$ cat src/hw/rtl/hcrd_pkg.sv
// Package for the chunked HTTP response deframer.
// Holds the state and result types, codes, register map and byte constants.
// No dependencies.
package hcrd_pkg;

  typedef enum logic [2:0] {
    PH_HEADER  = 3'd0,
    PH_SIZE    = 3'd1,
    PH_DATA    = 3'd2,
    PH_TRAILER = 3'd3,
    PH_CLOSED  = 3'd4
  } phase_t;

  typedef enum logic [2:0] {
    KIND_CONSUMED = 3'd0,
    KIND_PAYLOAD  = 3'd1,
    KIND_HEADERS  = 3'd2,
    KIND_END      = 3'd3,
    KIND_ERROR    = 3'd4
  } kind_t;

  typedef enum logic [2:0] {
    ERR_NONE        = 3'd0,
    ERR_BAD_STATUS  = 3'd1,
    ERR_HEADER_LONG = 3'd2,
    ERR_BAD_HEX     = 3'd3,
    ERR_EMPTY_SIZE  = 3'd4,
    ERR_CHUNK_BIG   = 3'd5,
    ERR_LINE_LONG   = 3'd6,
    ERR_CLOSED      = 3'd7
  } err_t;

  localparam int ADDR_W = 4;
  localparam logic [ADDR_W-1:0] REG_HEADER_LIMIT = 4'h0;
  localparam logic [ADDR_W-1:0] REG_LINE_LIMIT   = 4'h4;
  localparam logic [ADDR_W-1:0] REG_CHUNK_LIMIT  = 4'h8;

  localparam logic [15:0] HEADER_LIMIT_RST = 16'd4096;
  localparam logic [9:0]  LINE_LIMIT_RST   = 10'd300;
  localparam logic [15:0] CHUNK_LIMIT_RST  = 16'd65535;

  localparam logic [7:0]  CH_CR   = 8'h0D;
  localparam logic [7:0]  CH_LF   = 8'h0A;
  localparam logic [7:0]  CH_SEMI = 8'h3B;
  localparam logic [31:0] HEADER_END = 32'h0D0A0D0A;
  localparam logic [16:0] PREFIX_LEN = 17'd12;
  localparam logic [16:0] SIZE_SAT   = 17'h10000;
  localparam logic [16:0] COUNT_MAX  = 17'h1FFFF;

  typedef struct packed {
    logic cr;
    logic bad;
    logic semi;
    logic digit;
  } line_flags_t;

  typedef struct packed {
    phase_t      phase;
    logic [16:0] header_count;
    logic [31:0] tail_window;
    logic        prefix_match;
    logic [9:0]  line_count;
    logic [16:0] size_value;
    line_flags_t line_flags;
    logic [15:0] bytes_left;
    logic        trailer_seen;
  } state_t;

  typedef struct packed {
    logic [15:0] header_limit;
    logic [9:0]  size_line_limit;
    logic [15:0] chunk_limit;
  } limits_t;

  typedef struct packed {
    kind_t      kind;
    logic [7:0] payload;
    logic       last;
    err_t       err;
  } result_t;

  // "HTTP/1.1 200"
  function automatic logic [7:0] prefix_byte(input logic [3:0] idx);
    logic [7:0] b;
    case (idx)
      4'd0:    b = 8'h48;
      4'd1:    b = 8'h54;
      4'd2:    b = 8'h54;
      4'd3:    b = 8'h50;
      4'd4:    b = 8'h2F;
      4'd5:    b = 8'h31;
      4'd6:    b = 8'h2E;
      4'd7:    b = 8'h31;
      4'd8:    b = 8'h20;
      4'd9:    b = 8'h32;
      4'd10:   b = 8'h30;
      4'd11:   b = 8'h30;
      default: b = 8'h00;
    endcase
    return b;
  endfunction

  // {valid, value}
  function automatic logic [4:0] hex_digit(input logic [7:0] c);
    logic [4:0] r;
    r = 5'd0;
    if (c inside {[8'h30:8'h39]}) begin
      r = {1'b1, 4'(c - 8'h30)};
    end else if (c inside {[8'h61:8'h66]}) begin
      r = {1'b1, 4'(c - 8'h57)};
    end else if (c inside {[8'h41:8'h46]}) begin
      r = {1'b1, 4'(c - 8'h37)};
    end
    return r;
  endfunction

endpackage

$ cat src/hw/rtl/hcrd_step.sv
// Per-byte step of the deframer: next state and result from one byte.
// Purely combinational; uses hcrd_pkg.
module hcrd_step
  import hcrd_pkg::*;
(
  input  state_t     st,
  input  limits_t    lim,
  input  logic [7:0] c,
  output state_t     st_next,
  output result_t    res
);

  logic [16:0] hc_next;
  logic [31:0] tw_next;
  logic        pm_next;
  line_flags_t fl;
  logic [16:0] sv;
  logic [20:0] sv_wide;
  logic [4:0]  hv;

  always_comb begin
    st_next     = st;
    res.kind    = KIND_CONSUMED;
    res.payload = 8'd0;
    res.last    = 1'b0;
    res.err     = ERR_NONE;
    hc_next     = st.header_count;
    tw_next     = st.tail_window;
    pm_next     = st.prefix_match;
    fl          = st.line_flags;
    sv          = st.size_value;
    sv_wide     = 21'd0;
    hv          = 5'd0;

    case (st.phase)
      PH_HEADER: begin
        if (st.header_count < PREFIX_LEN && prefix_byte(st.header_count[3:0]) != c) begin
          pm_next = 1'b0;
        end
        if (st.header_count != COUNT_MAX) begin
          hc_next = st.header_count + 17'd1;
        end
        tw_next = {st.tail_window[23:0], c};
        st_next.header_count = hc_next;
        st_next.tail_window  = tw_next;
        st_next.prefix_match = pm_next;
        if (tw_next == HEADER_END) begin
          if (hc_next < PREFIX_LEN || !pm_next) begin
            st_next.phase = PH_CLOSED;
            res.kind      = KIND_ERROR;
            res.err       = ERR_BAD_STATUS;
          end else begin
            st_next.phase      = PH_SIZE;
            st_next.line_count = 10'd0;
            st_next.size_value = 17'd0;
            st_next.line_flags = '0;
            res.kind           = KIND_HEADERS;
          end
        end else if (hc_next > {1'b0, lim.header_limit}) begin
          st_next.phase = PH_CLOSED;
          res.kind      = KIND_ERROR;
          res.err       = ERR_HEADER_LONG;
        end
      end

      PH_SIZE: begin
        if (st.line_flags.cr && c == CH_LF) begin
          if (st.line_flags.bad) begin
            st_next.phase = PH_CLOSED;
            res.kind      = KIND_ERROR;
            res.err       = ERR_BAD_HEX;
          end else if (!st.line_flags.digit) begin
            st_next.phase = PH_CLOSED;
            res.kind      = KIND_ERROR;
            res.err       = ERR_EMPTY_SIZE;
          end else if (st.size_value == 17'd0) begin
            st_next.phase = PH_CLOSED;
            res.kind      = KIND_END;
          end else if (st.size_value > {1'b0, lim.chunk_limit}) begin
            st_next.phase = PH_CLOSED;
            res.kind      = KIND_ERROR;
            res.err       = ERR_CHUNK_BIG;
          end else begin
            st_next.bytes_left = st.size_value[15:0];
            st_next.phase      = PH_DATA;
          end
        end else if (st.line_count >= lim.size_line_limit) begin
          st_next.phase = PH_CLOSED;
          res.kind      = KIND_ERROR;
          res.err       = ERR_LINE_LONG;
        end else begin
          st_next.line_count = st.line_count + 10'd1;
          // unresolved CR is an ordinary line character
          if (fl.cr) begin
            fl.cr = 1'b0;
            if (!fl.semi) fl.bad = 1'b1;
          end
          if (c == CH_CR) begin
            fl.cr = 1'b1;
          end else if (!fl.semi) begin
            if (c == CH_SEMI) begin
              fl.semi = 1'b1;
            end else begin
              hv = hex_digit(c);
              if (!hv[4]) begin
                fl.bad = 1'b1;
              end else begin
                fl.digit = 1'b1;
                if (!sv[16]) begin
                  sv_wide = {sv, 4'b0000} + {17'd0, hv[3:0]};
                  sv = (sv_wide > {4'd0, SIZE_SAT}) ? SIZE_SAT : sv_wide[16:0];
                end
              end
            end
          end
          st_next.line_flags = fl;
          st_next.size_value = sv;
        end
      end

      PH_DATA: begin
        res.kind    = KIND_PAYLOAD;
        res.payload = c;
        if (st.bytes_left <= 16'd1) begin
          res.last             = 1'b1;
          st_next.bytes_left   = 16'd0;
          st_next.trailer_seen = 1'b0;
          st_next.phase        = PH_TRAILER;
        end else begin
          st_next.bytes_left = st.bytes_left - 16'd1;
        end
      end

      PH_TRAILER: begin
        if (st.trailer_seen) begin
          st_next.trailer_seen = 1'b0;
          st_next.line_count   = 10'd0;
          st_next.size_value   = 17'd0;
          st_next.line_flags   = '0;
          st_next.phase        = PH_SIZE;
        end else begin
          st_next.trailer_seen = 1'b1;
        end
      end

      default: begin
        st_next.phase = PH_CLOSED;
        res.kind      = KIND_ERROR;
        res.err       = ERR_CLOSED;
      end
    endcase
  end

endmodule

$ cat src/hw/rtl/http_chunked_response_deframer.sv
// Top level of the chunked HTTP response deframer: input register, step
// logic, result register and APB limit registers. Uses hcrd_pkg, hcrd_step.
//
//   port group  direction  beat
//   in_*        in         one response byte (in_byte)
//   out_*       out        result_kind, payload_byte, chunk_last, error_code
//   APB         in/out     header_limit @0, size_line_limit @4, chunk_limit @8
//
// One byte per cycle sustained while out_stall is low. A byte goes through the
// input register, then the step logic, into the result register.
// Stream state changes only when a byte moves into the result register.
// out_stall with out_valid set holds the result register and, once the input
// register is full, raises in_stall in the same cycle. rst resets state and limits.
module http_chunked_response_deframer
  import hcrd_pkg::*;
(
  input  logic              clk,
  input  logic              rst,
  input  logic              in_valid,
  output logic              in_stall,
  input  logic [7:0]        in_byte,
  output logic              out_valid,
  input  logic              out_stall,
  output logic [2:0]        result_kind,
  output logic [7:0]        payload_byte,
  output logic              chunk_last,
  output logic [2:0]        error_code,
  input  logic              psel,
  input  logic              penable,
  input  logic              pwrite,
  input  logic [ADDR_W-1:0] paddr,
  input  logic [31:0]       pwdata,
  output logic [31:0]       prdata,
  output logic              pready
);

  limits_t    lim;
  state_t     st;
  state_t     st_next;
  result_t    res_next;
  result_t    res;
  logic       in_full;
  logic [7:0] in_data;
  logic       advance;

  assign pready = 1'b1;

  always_ff @(posedge clk) begin
    if (rst) begin
      lim.header_limit    <= HEADER_LIMIT_RST;
      lim.size_line_limit <= LINE_LIMIT_RST;
      lim.chunk_limit     <= CHUNK_LIMIT_RST;
    end else if (psel && penable && pwrite) begin
      case (paddr)
        REG_HEADER_LIMIT: lim.header_limit    <= pwdata[15:0];
        REG_LINE_LIMIT:   lim.size_line_limit <= pwdata[9:0];
        REG_CHUNK_LIMIT:  lim.chunk_limit     <= pwdata[15:0];
        default: ;
      endcase
    end
  end

  always_comb begin
    case (paddr)
      REG_HEADER_LIMIT: prdata = {16'd0, lim.header_limit};
      REG_LINE_LIMIT:   prdata = {22'd0, lim.size_line_limit};
      REG_CHUNK_LIMIT:  prdata = {16'd0, lim.chunk_limit};
      default:          prdata = 32'd0;
    endcase
  end

  assign advance  = !out_valid || !out_stall;
  assign in_stall = in_full && !advance;

  hcrd_step u_step (
    .st      (st),
    .lim     (lim),
    .c       (in_data),
    .st_next (st_next),
    .res     (res_next)
  );

  always_ff @(posedge clk) begin
    if (rst) begin
      in_full <= 1'b0;
    end else if (in_valid && !in_stall) begin
      in_full <= 1'b1;
    end else if (advance) begin
      in_full <= 1'b0;
    end
  end

  always_ff @(posedge clk) begin
    if (in_valid && !in_stall) begin
      in_data <= in_byte;
    end
  end

  always_ff @(posedge clk) begin
    if (rst) begin
      out_valid          <= 1'b0;
      st.phase           <= PH_HEADER;
      st.header_count    <= 17'd0;
      st.tail_window     <= 32'd0;
      st.prefix_match    <= 1'b1;
      st.line_count      <= 10'd0;
      st.size_value      <= 17'd0;
      st.line_flags      <= '0;
      st.bytes_left      <= 16'd0;
      st.trailer_seen    <= 1'b0;
    end else if (advance) begin
      out_valid <= in_full;
      if (in_full) begin
        st <= st_next;
      end
    end
  end

  always_ff @(posedge clk) begin
    if (advance && in_full) begin
      res <= res_next;
    end
  end

  assign result_kind  = res.kind;
  assign payload_byte = res.payload;
  assign chunk_last   = res.last;
  assign error_code   = res.err;

endmodule

$ cat config.mk
export PLATFORM = sky130hd
export DESIGN_NAME = http_chunked_response_deframer
export DESIGN_NICKNAME = d
export VERILOG_FILES = /design/src/hw/rtl/hcrd_pkg.sv /design/src/hw/rtl/hcrd_step.sv /design/src/hw/rtl/http_chunked_response_deframer.sv
export SDC_FILE = /design/constraint.sdc
export NUM_CORES = 1
export LEC_CHECK = 0
export BUFFER_PORTS_ARGS = -buffer_cell sky130_fd_sc_hd__buf_2
export CAP_MARGIN = 20
export CORE_MARGIN = 5
export CORE_UTILIZATION = 40
export DETAILED_ROUTE_END_ITERATION = 10
export GPL_ROUTABILITY_DRIVEN = 0
export PLACE_DENSITY_LB_ADDON = 0.08
export SYNTH_ARGS = -nofsm -noshare
export SYNTH_HDL_FRONTEND = slang
export SYNTH_SLANG_ARGS = --single-unit
$ cat constraint.sdc
create_clock -name clk -period 4.05 [get_ports clk]
set_input_delay 0.81 -clock clk [delete_from_list [all_inputs] [get_ports clk]]
set_output_delay 0.81 -clock clk [all_outputs]
set_load 0.05 [all_outputs]
# Word-level counts from Yosys, hierarchy flattened
# Memory sizes are Yosys's and may differ from the RTL's. A register that Yosys moved wholly into a read port is not among the register bits.
# Cells that the tools add are included.
word_totals:
  mem_bits_ro: 112
  inputBits: 51
  register_bits: 160
  out_inout_bits: 50
  n_memories: 1
classes:
  order_cmp: 13
  n_eq_ne: 29
  reduce_logical: 36
  add_sub_neg: 7
  mux: 84
mem_list:
  columns: ["memory", "depth", "word_bits", "read_ports", "rd_clocked_by_memory_dff", "write_ports", "line_no", "text"]
  rows:
  - ["(no name shown)", 16, 7, 1, 1, 0, "hcrd_pkg.sv:85", "case (idx)"]
op_table:
  columns: ["op", "count"]
  rows:
  - ["2-to-1 mux 31 bit", 5]
  - ["2-to-1 mux 17 bit", 8]
  - ["2-to-1 mux 16 bit", 6]
  - ["one-hot mux 31 bit (3 select lines)", 1]
  - ["2-to-1 mux 3 bit", 29]
  - ["one-hot mux 16 bit (3 select lines)", 1]
  - ["2-to-1 mux 5 bit", 9]
  - ["greater-than comparator 17 x 16 -> 1 bit", 2]
  - ["less-than comparator 17 x 4 -> 1 bit, second input constant", 2]
  - ["equality test 32 x 28 -> 1 bit, second input constant", 1]
  - ["one-hot mux 16 bit (2 select lines)", 1]
  - ["!= test 2 bit, second input constant", 12]
  - ["one-hot mux 3 bit (4 select lines)", 2]
  - ["adder 21 x 4 -> 21 bit", 1]
  - ["greater-than comparator 21 x 17 -> 1 bit, second input constant", 1]
  - ["adder 17 x 1 -> 17 bit, second input constant", 1]
  - ["zero test 17 bit", 1]
  - ["!= test 17 bit, second input constant", 1]
  - ["equality test 8 x 4 -> 1 bit, second input constant", 2]
  - ["greater-or-equal comparator 8 x 7 -> 1 bit, second input constant", 2]
  - ["less-or-equal comparator 16 x 1 -> 1 bit, second input constant", 1]
  - ["less-or-equal comparator 8 x 7 -> 1 bit, second input constant", 2]
  - ["2-to-1 mux 1 bit", 16]
  - ["AND reduction 8 bit", 2]
  - ["other kinds (35)", 60]

# Depth between registers and ports, before layout
logic_depth:
  depth_word: 22
  mapped_depth: 17

# Modules after synthesis
# A second synthesis with hierarchy kept.
hier_totals:
  hier_cells: 1488
  hier_area_um2: 11222.0
by_module_without_submodules:
  columns: ["module", "seq_area_each_um2", "cells_per_inst", "n_inst", "area_per_inst_um2"]
  rows:
  - ["http_chunked_response_deframer", 3593.4, 696, 1, 6332.3]
  - ["hcrd_step", 0.0, 792, 1, 4889.7]

# Worst setup path before layout
# Ideal clock, no wire load.
synth_path:
  kind: "in2out"
  startpoint: "in paddr[1]"
  endpoint: "out prdata[0]"
  arrival_ns: 2.404
  path_buffers: 1
  path_slack_ns: 0.836
  path_stages: 4
  required_time_ns: 3.240
  path_cell_list: "nor4_1 -> clkbuf_1 -> a22oi_1 -> nand2_1"
synth_via:
  elab_chain_len: 2
  word_cells_on_any_way: 4
  cone_classes: "eq/ne (2); mux (1); reduce/logical (1)"
synth_rtl:
  columns: ["element", "line_no", "text"]
  rows:
  - ["from (decl)", "http_chunked_response_deframer.sv:31", "input logic [ADDR_W-1:0] paddr,"]
  - ["equality test 4 bit, or another cell as far along", "http_chunked_response_deframer.sv:64", "case (paddr)"]
  - ["one-hot mux 16 bit (3 select lines) *", "http_chunked_response_deframer.sv:64", null]
  - ["to (decl)", "http_chunked_response_deframer.sv:33", "output logic [31:0] prdata,"]
# Every way passes the cells marked *; elsewhere a longest branch is shown, timed or not.

==> results list <==
* Status: completed
* Cell mode on critical path: sky130_fd_sc_hd__a21o_1
* Flop2flop setup slack: 0.33 ns
- Dividing the detail-routed via count by the number of cells gives 5.27.
- For this design, the CTS-stage hold fixing added 0 buffers.
* Number of antenna violations at the first check in global routing: 0
* Met1 Resource Use GR: 26.9%
* Final TNS setup: 0 ns
- Global routing used approximately 32% of the available met2 tracks.
* Data arrival at the endpoint of the critical path: 3.88 ns
- Most repeated cell in the gate-level netlist after synthesis: sky130_fd_sc_hd__nand2_1
- The share of total power dissipated in the clock network is 44.1%.
- Number of instances in the synthesized netlist: between 1000 and 1500
- Global routing consumed, over all layers together, 19.5% of the routing resources.
- The critical path is of the flip-flop to flip-flop type.
* Number of cell rows: 56
- Iteration-0 DRC count of the detailed router: 470
- In the final routed layout, each cell accounts on average for 16.7 µm.
- Non-filler instance count after layout: 1530
* Worst Setup End Kind: flip-flop
- On the worst path, the slowest cell contributes a delay of 0.45 ns.
* Sequential group share of total power: 47.6%
- Initial Utilization: 40.3%
* Final Hold Violating Endpoints: 0
- The path class of the tightest hold or removal check is flip-flop to flip-flop.
- Number of instances resized during post-cts repair: 0
- Crit share post-route: about nine tenths
- Fraction of final layout cells sized beyond drive strength 1: a little over an eighth
- Total of buffers placed on input and output ports: 67
* Clock slew at the register clock pins of the worst setup and hold paths: 0.07 ns
- In the post-synthesis netlist, the biggest area contributors are sky130_fd_sc_hd__dfxtp_1 (31%), sky130_fd_sc_hd__nand2_1 (8.2%), sky130_fd_sc_hd__edfxtp_1 (7.4%), sky130_fd_sc_hd__ha_1 (7.1%), sky130_fd_sc_hd__a21oi_1 (5.1%).
- Post-synthesis cell type count: 75
* Final setup slack of the worst path: 0.329 ns
- Biggest fanout along the worst timing path: 9
* Startpoint kind of the worst setup timing path: flip-flop
- Traced cell by cell, the critical path runs through ha_1, and3_1, nand2b_1, nor2_1, xor2_1, ha_1, a21o_1, a21o_1, a21o_1, nor2_1, o221ai_1, o211ai_1, nand3_1, a31oi_1, nand4_1.
* Number of flops mapped to enable cells by yosys: 23
- Fraction of registers with async set or reset after synthesis: 0%
- Number of detailed-route iterations in the first pass: 5
- Summed over all nets, the half-perimeter wirelength after detailed placement is between 15000 and 20000 µm.
- The clock arrives with between 0.01 and 0.015 ns of skew.
- The floorplan step defined a core boundary enclosing ~0.023 mm².
* Worst setup timing slack at the placement stage: ~0.35 ns
- In this run the deepest clock path goes through 2 buffers.
- The first global-routing pass estimated 41500 µm of wire.
- Share of synthesized area occupied by flip-flops and latches: 38.3%
- Leakage power summed over all cells: 0.00435 µW
* DRT antenna net count: 0
- Slew @ Worst Pin: 0.992 ns
* Required arrival time at the worst endpoint: 4.21 ns
- Post-Place Cells: around 1500
* Critical-path cell with the highest stage delay: sky130_fd_sc_hd__dfxtp_1
- Synthesis inferred between 150 and 200 register bits.
* Worst slew margin: 33.7%
* Peak supply drop: 0.256 mV
- The max-slew violation count was 0.
- Tmin final: around 3.7 ns
* Total number of vias: 8057
* Area growth from synthesis to final layout: 12.9%
- Power after layout: 3640 µW
- Pin count of the biggest net entering global routing: 59
* Number of warnings issued by yosys: 0
- Combinational logic is responsible for 8.3% of the overall power.
- The cell area that synthesis handed to floorplanning was 0.00934 mm².
- TritonCTS built the clock tree.
- Total detailed-routing wirelength: 25600 µm
* Mapped Avg Cell Area: 8.13 µm²
- Number of filler cells placed in the layout: 2373
* Met3 track utilization from global routing: between 2 and 3%
- Of all cell types, the one taking the most synthesized area is sky130_fd_sc_hd__dfxtp_1.
- After clock tree synthesis, the setup repair step added 0 buffers.
- GRT busiest layer: met2
- Counting every sink on the clock net gives 167.
- The clock tree synthesis step divided the H-tree into 4 levels.
- Die area: around 0.026 mm²
- In this run the power spent charging and discharging nets is approximately 970 µW.
- Switching portion of total power: 26.5%
- The via count of the first global-routing pass came to ~7800.
- Setup repair after global routing left no endpoint under its margin.
- Of the post-synthesis cell area, the dominant cell type holds 30.9%.
- Buffer cell driving the clock tree root: sky130_fd_sc_hd__clkbuf_16
- The die is 163 µm tall.
* Internal power: roughly 2700 µW
- Total power density per cell area: 346 mW/mm²
* Post-layout utilization of the core: 45.4%
- Boundary pin count: 101
* Residual DRC count: 0
- The net count of the finished layout is between 1000 and 1500.
- Commonest register cell after synthesis: sky130_fd_sc_hd__dfxtp_1
- Die outline width: 163 µm
- Derived from the worst setup path, the maximum achievable clock frequency is 269 MHz.
* Global-route congestion overflow total: 0
- Setup violations remaining at the end of the flow were counted as 0.
- Buffers inserted during clock tree synthesis total 17.
- Clock latency on the worst-skew pair, taken at its later pin, is 0.43 ns.
- Max-cap viol count: 0
* Number of diodes added for antenna fixing: 0
- Most numerous cell types in the synthesized netlist: sky130_fd_sc_hd__nand2_1 (203), sky130_fd_sc_hd__dfxtp_1 (144), sky130_fd_sc_hd__a21oi_1 (95)
==> final timing paths <==
check              start        endpoint  cells past startpoint
hold reg to reg   st[68]          st[68]                      2
setup reg to reg  st[81]  result_kind[2]                     15
hold / removal    st[68]          st[68]                      2
setup / recovery  st[81]  result_kind[2]                     15
==> state kept, by name (all words and copies together) (netlist names), named ones only <==
register      cells
in_data           8
lim              42
error_code        3
chunk_last        1
in_full           1
result_kind       3
out_valid         1
st               93
payload_byte      8
==> metal layers <==
layer	vias to the layer above	wire length [µm]	share of wire (%)
met5	-	0	0
met2	124	12200	48
li1	4123	-	-
met4	0	311	1.2
met3	23	815	3.2
met1	3787	12200	48
==> critical path, delay by kind of cell (launching register included) <==
family	cells	cell delay [ns]
XOR/XNOR	1	0.19
AND/OR/NAND/NOR	6	1.05
AO/OA/AOI/OAI	6	1.10
flip-flops	1	0.45
adder cells (fa/ha/maj)	2	0.65
==> area by class of cell <==
cell class,count,area (µm²),area share (%)
tap,319,399,3.79
multi-input combinational,850,5180,49.1
clock inverter,13,119,1.13
inverter,63,236,2.24
timing repair buffer,99,578,5.49
clock buffer,19,453,4.30
sequential,167,3570,33.9
==> power by group through the flow <==
stage	Combinational [µW]	Sequential [µW]	Clock (µW)
2_1_floorplan	207	1780	0
3_3_place_gp	301	1770	0
3_5_place_dp	302	1770	0
4_1_cts	304	1730	1650
5_1_grt	330	1740	1720
6_report	302	1730	1610
==> cells by family (layout without fill, tap and decap cells) <==
kind of cell / after synthesis / count (layout) / synth area share (%)
AOI/OAI and AO/OA: 273 / 273 / 19.0
other: 2 / 17 / 0.0804
buffers and inverters: 146 / 194 / 7.06
DFF: 167 / 167 / 38.3
xor gates and xnor gates: 38 / 38 / 3.57
muxes: 7 / 7 / 0.764
adders and majority gates: 54 / 54 / 7.21
and+or+nand+nor: 461 / 461 / 24.1
==> placed cells by master, fill, tap and decap left out, types with 16 or more instances in the layout <==
cell type / instances
sky130_fd_sc_hd__edfxtp_1: 23
sky130_fd_sc_hd__clkbuf_16: 17
sky130_fd_sc_hd__dfxtp_1: 144
sky130_fd_sc_hd__nand2_1: 203
sky130_fd_sc_hd__a211oi_1: 20
sky130_fd_sc_hd__inv_1: 62
sky130_fd_sc_hd__conb_1: 17
sky130_fd_sc_hd__and3_1: 16
sky130_fd_sc_hd__nor3_1: 21
sky130_fd_sc_hd__ha_1: 53
sky130_fd_sc_hd__nor2_1: 71
sky130_fd_sc_hd__o211ai_1: 22
sky130_fd_sc_hd__buf_2: 66
sky130_fd_sc_hd__nor4_1: 20
sky130_fd_sc_hd__a21oi_1: 95
sky130_fd_sc_hd__o21ai_0: 37
sky130_fd_sc_hd__nand4_1: 16
sky130_fd_sc_hd__buf_4: 33
sky130_fd_sc_hd__a22oi_1: 20
sky130_fd_sc_hd__nand3_1: 35
sky130_fd_sc_hd__xor2_1: 25
==> per-stage QoR <==
stage / hold slack, ns / area [µm²]
after floorplan: 0.430 / 9390
after global placement: 0.441 / 9960
after detailed placement: 0.443 / 9960
after CTS: 0.453 / 10500
after global routing: 0.491 / 10500
final: 0.455 / 10500
Power figures use the tool's default switching activity.
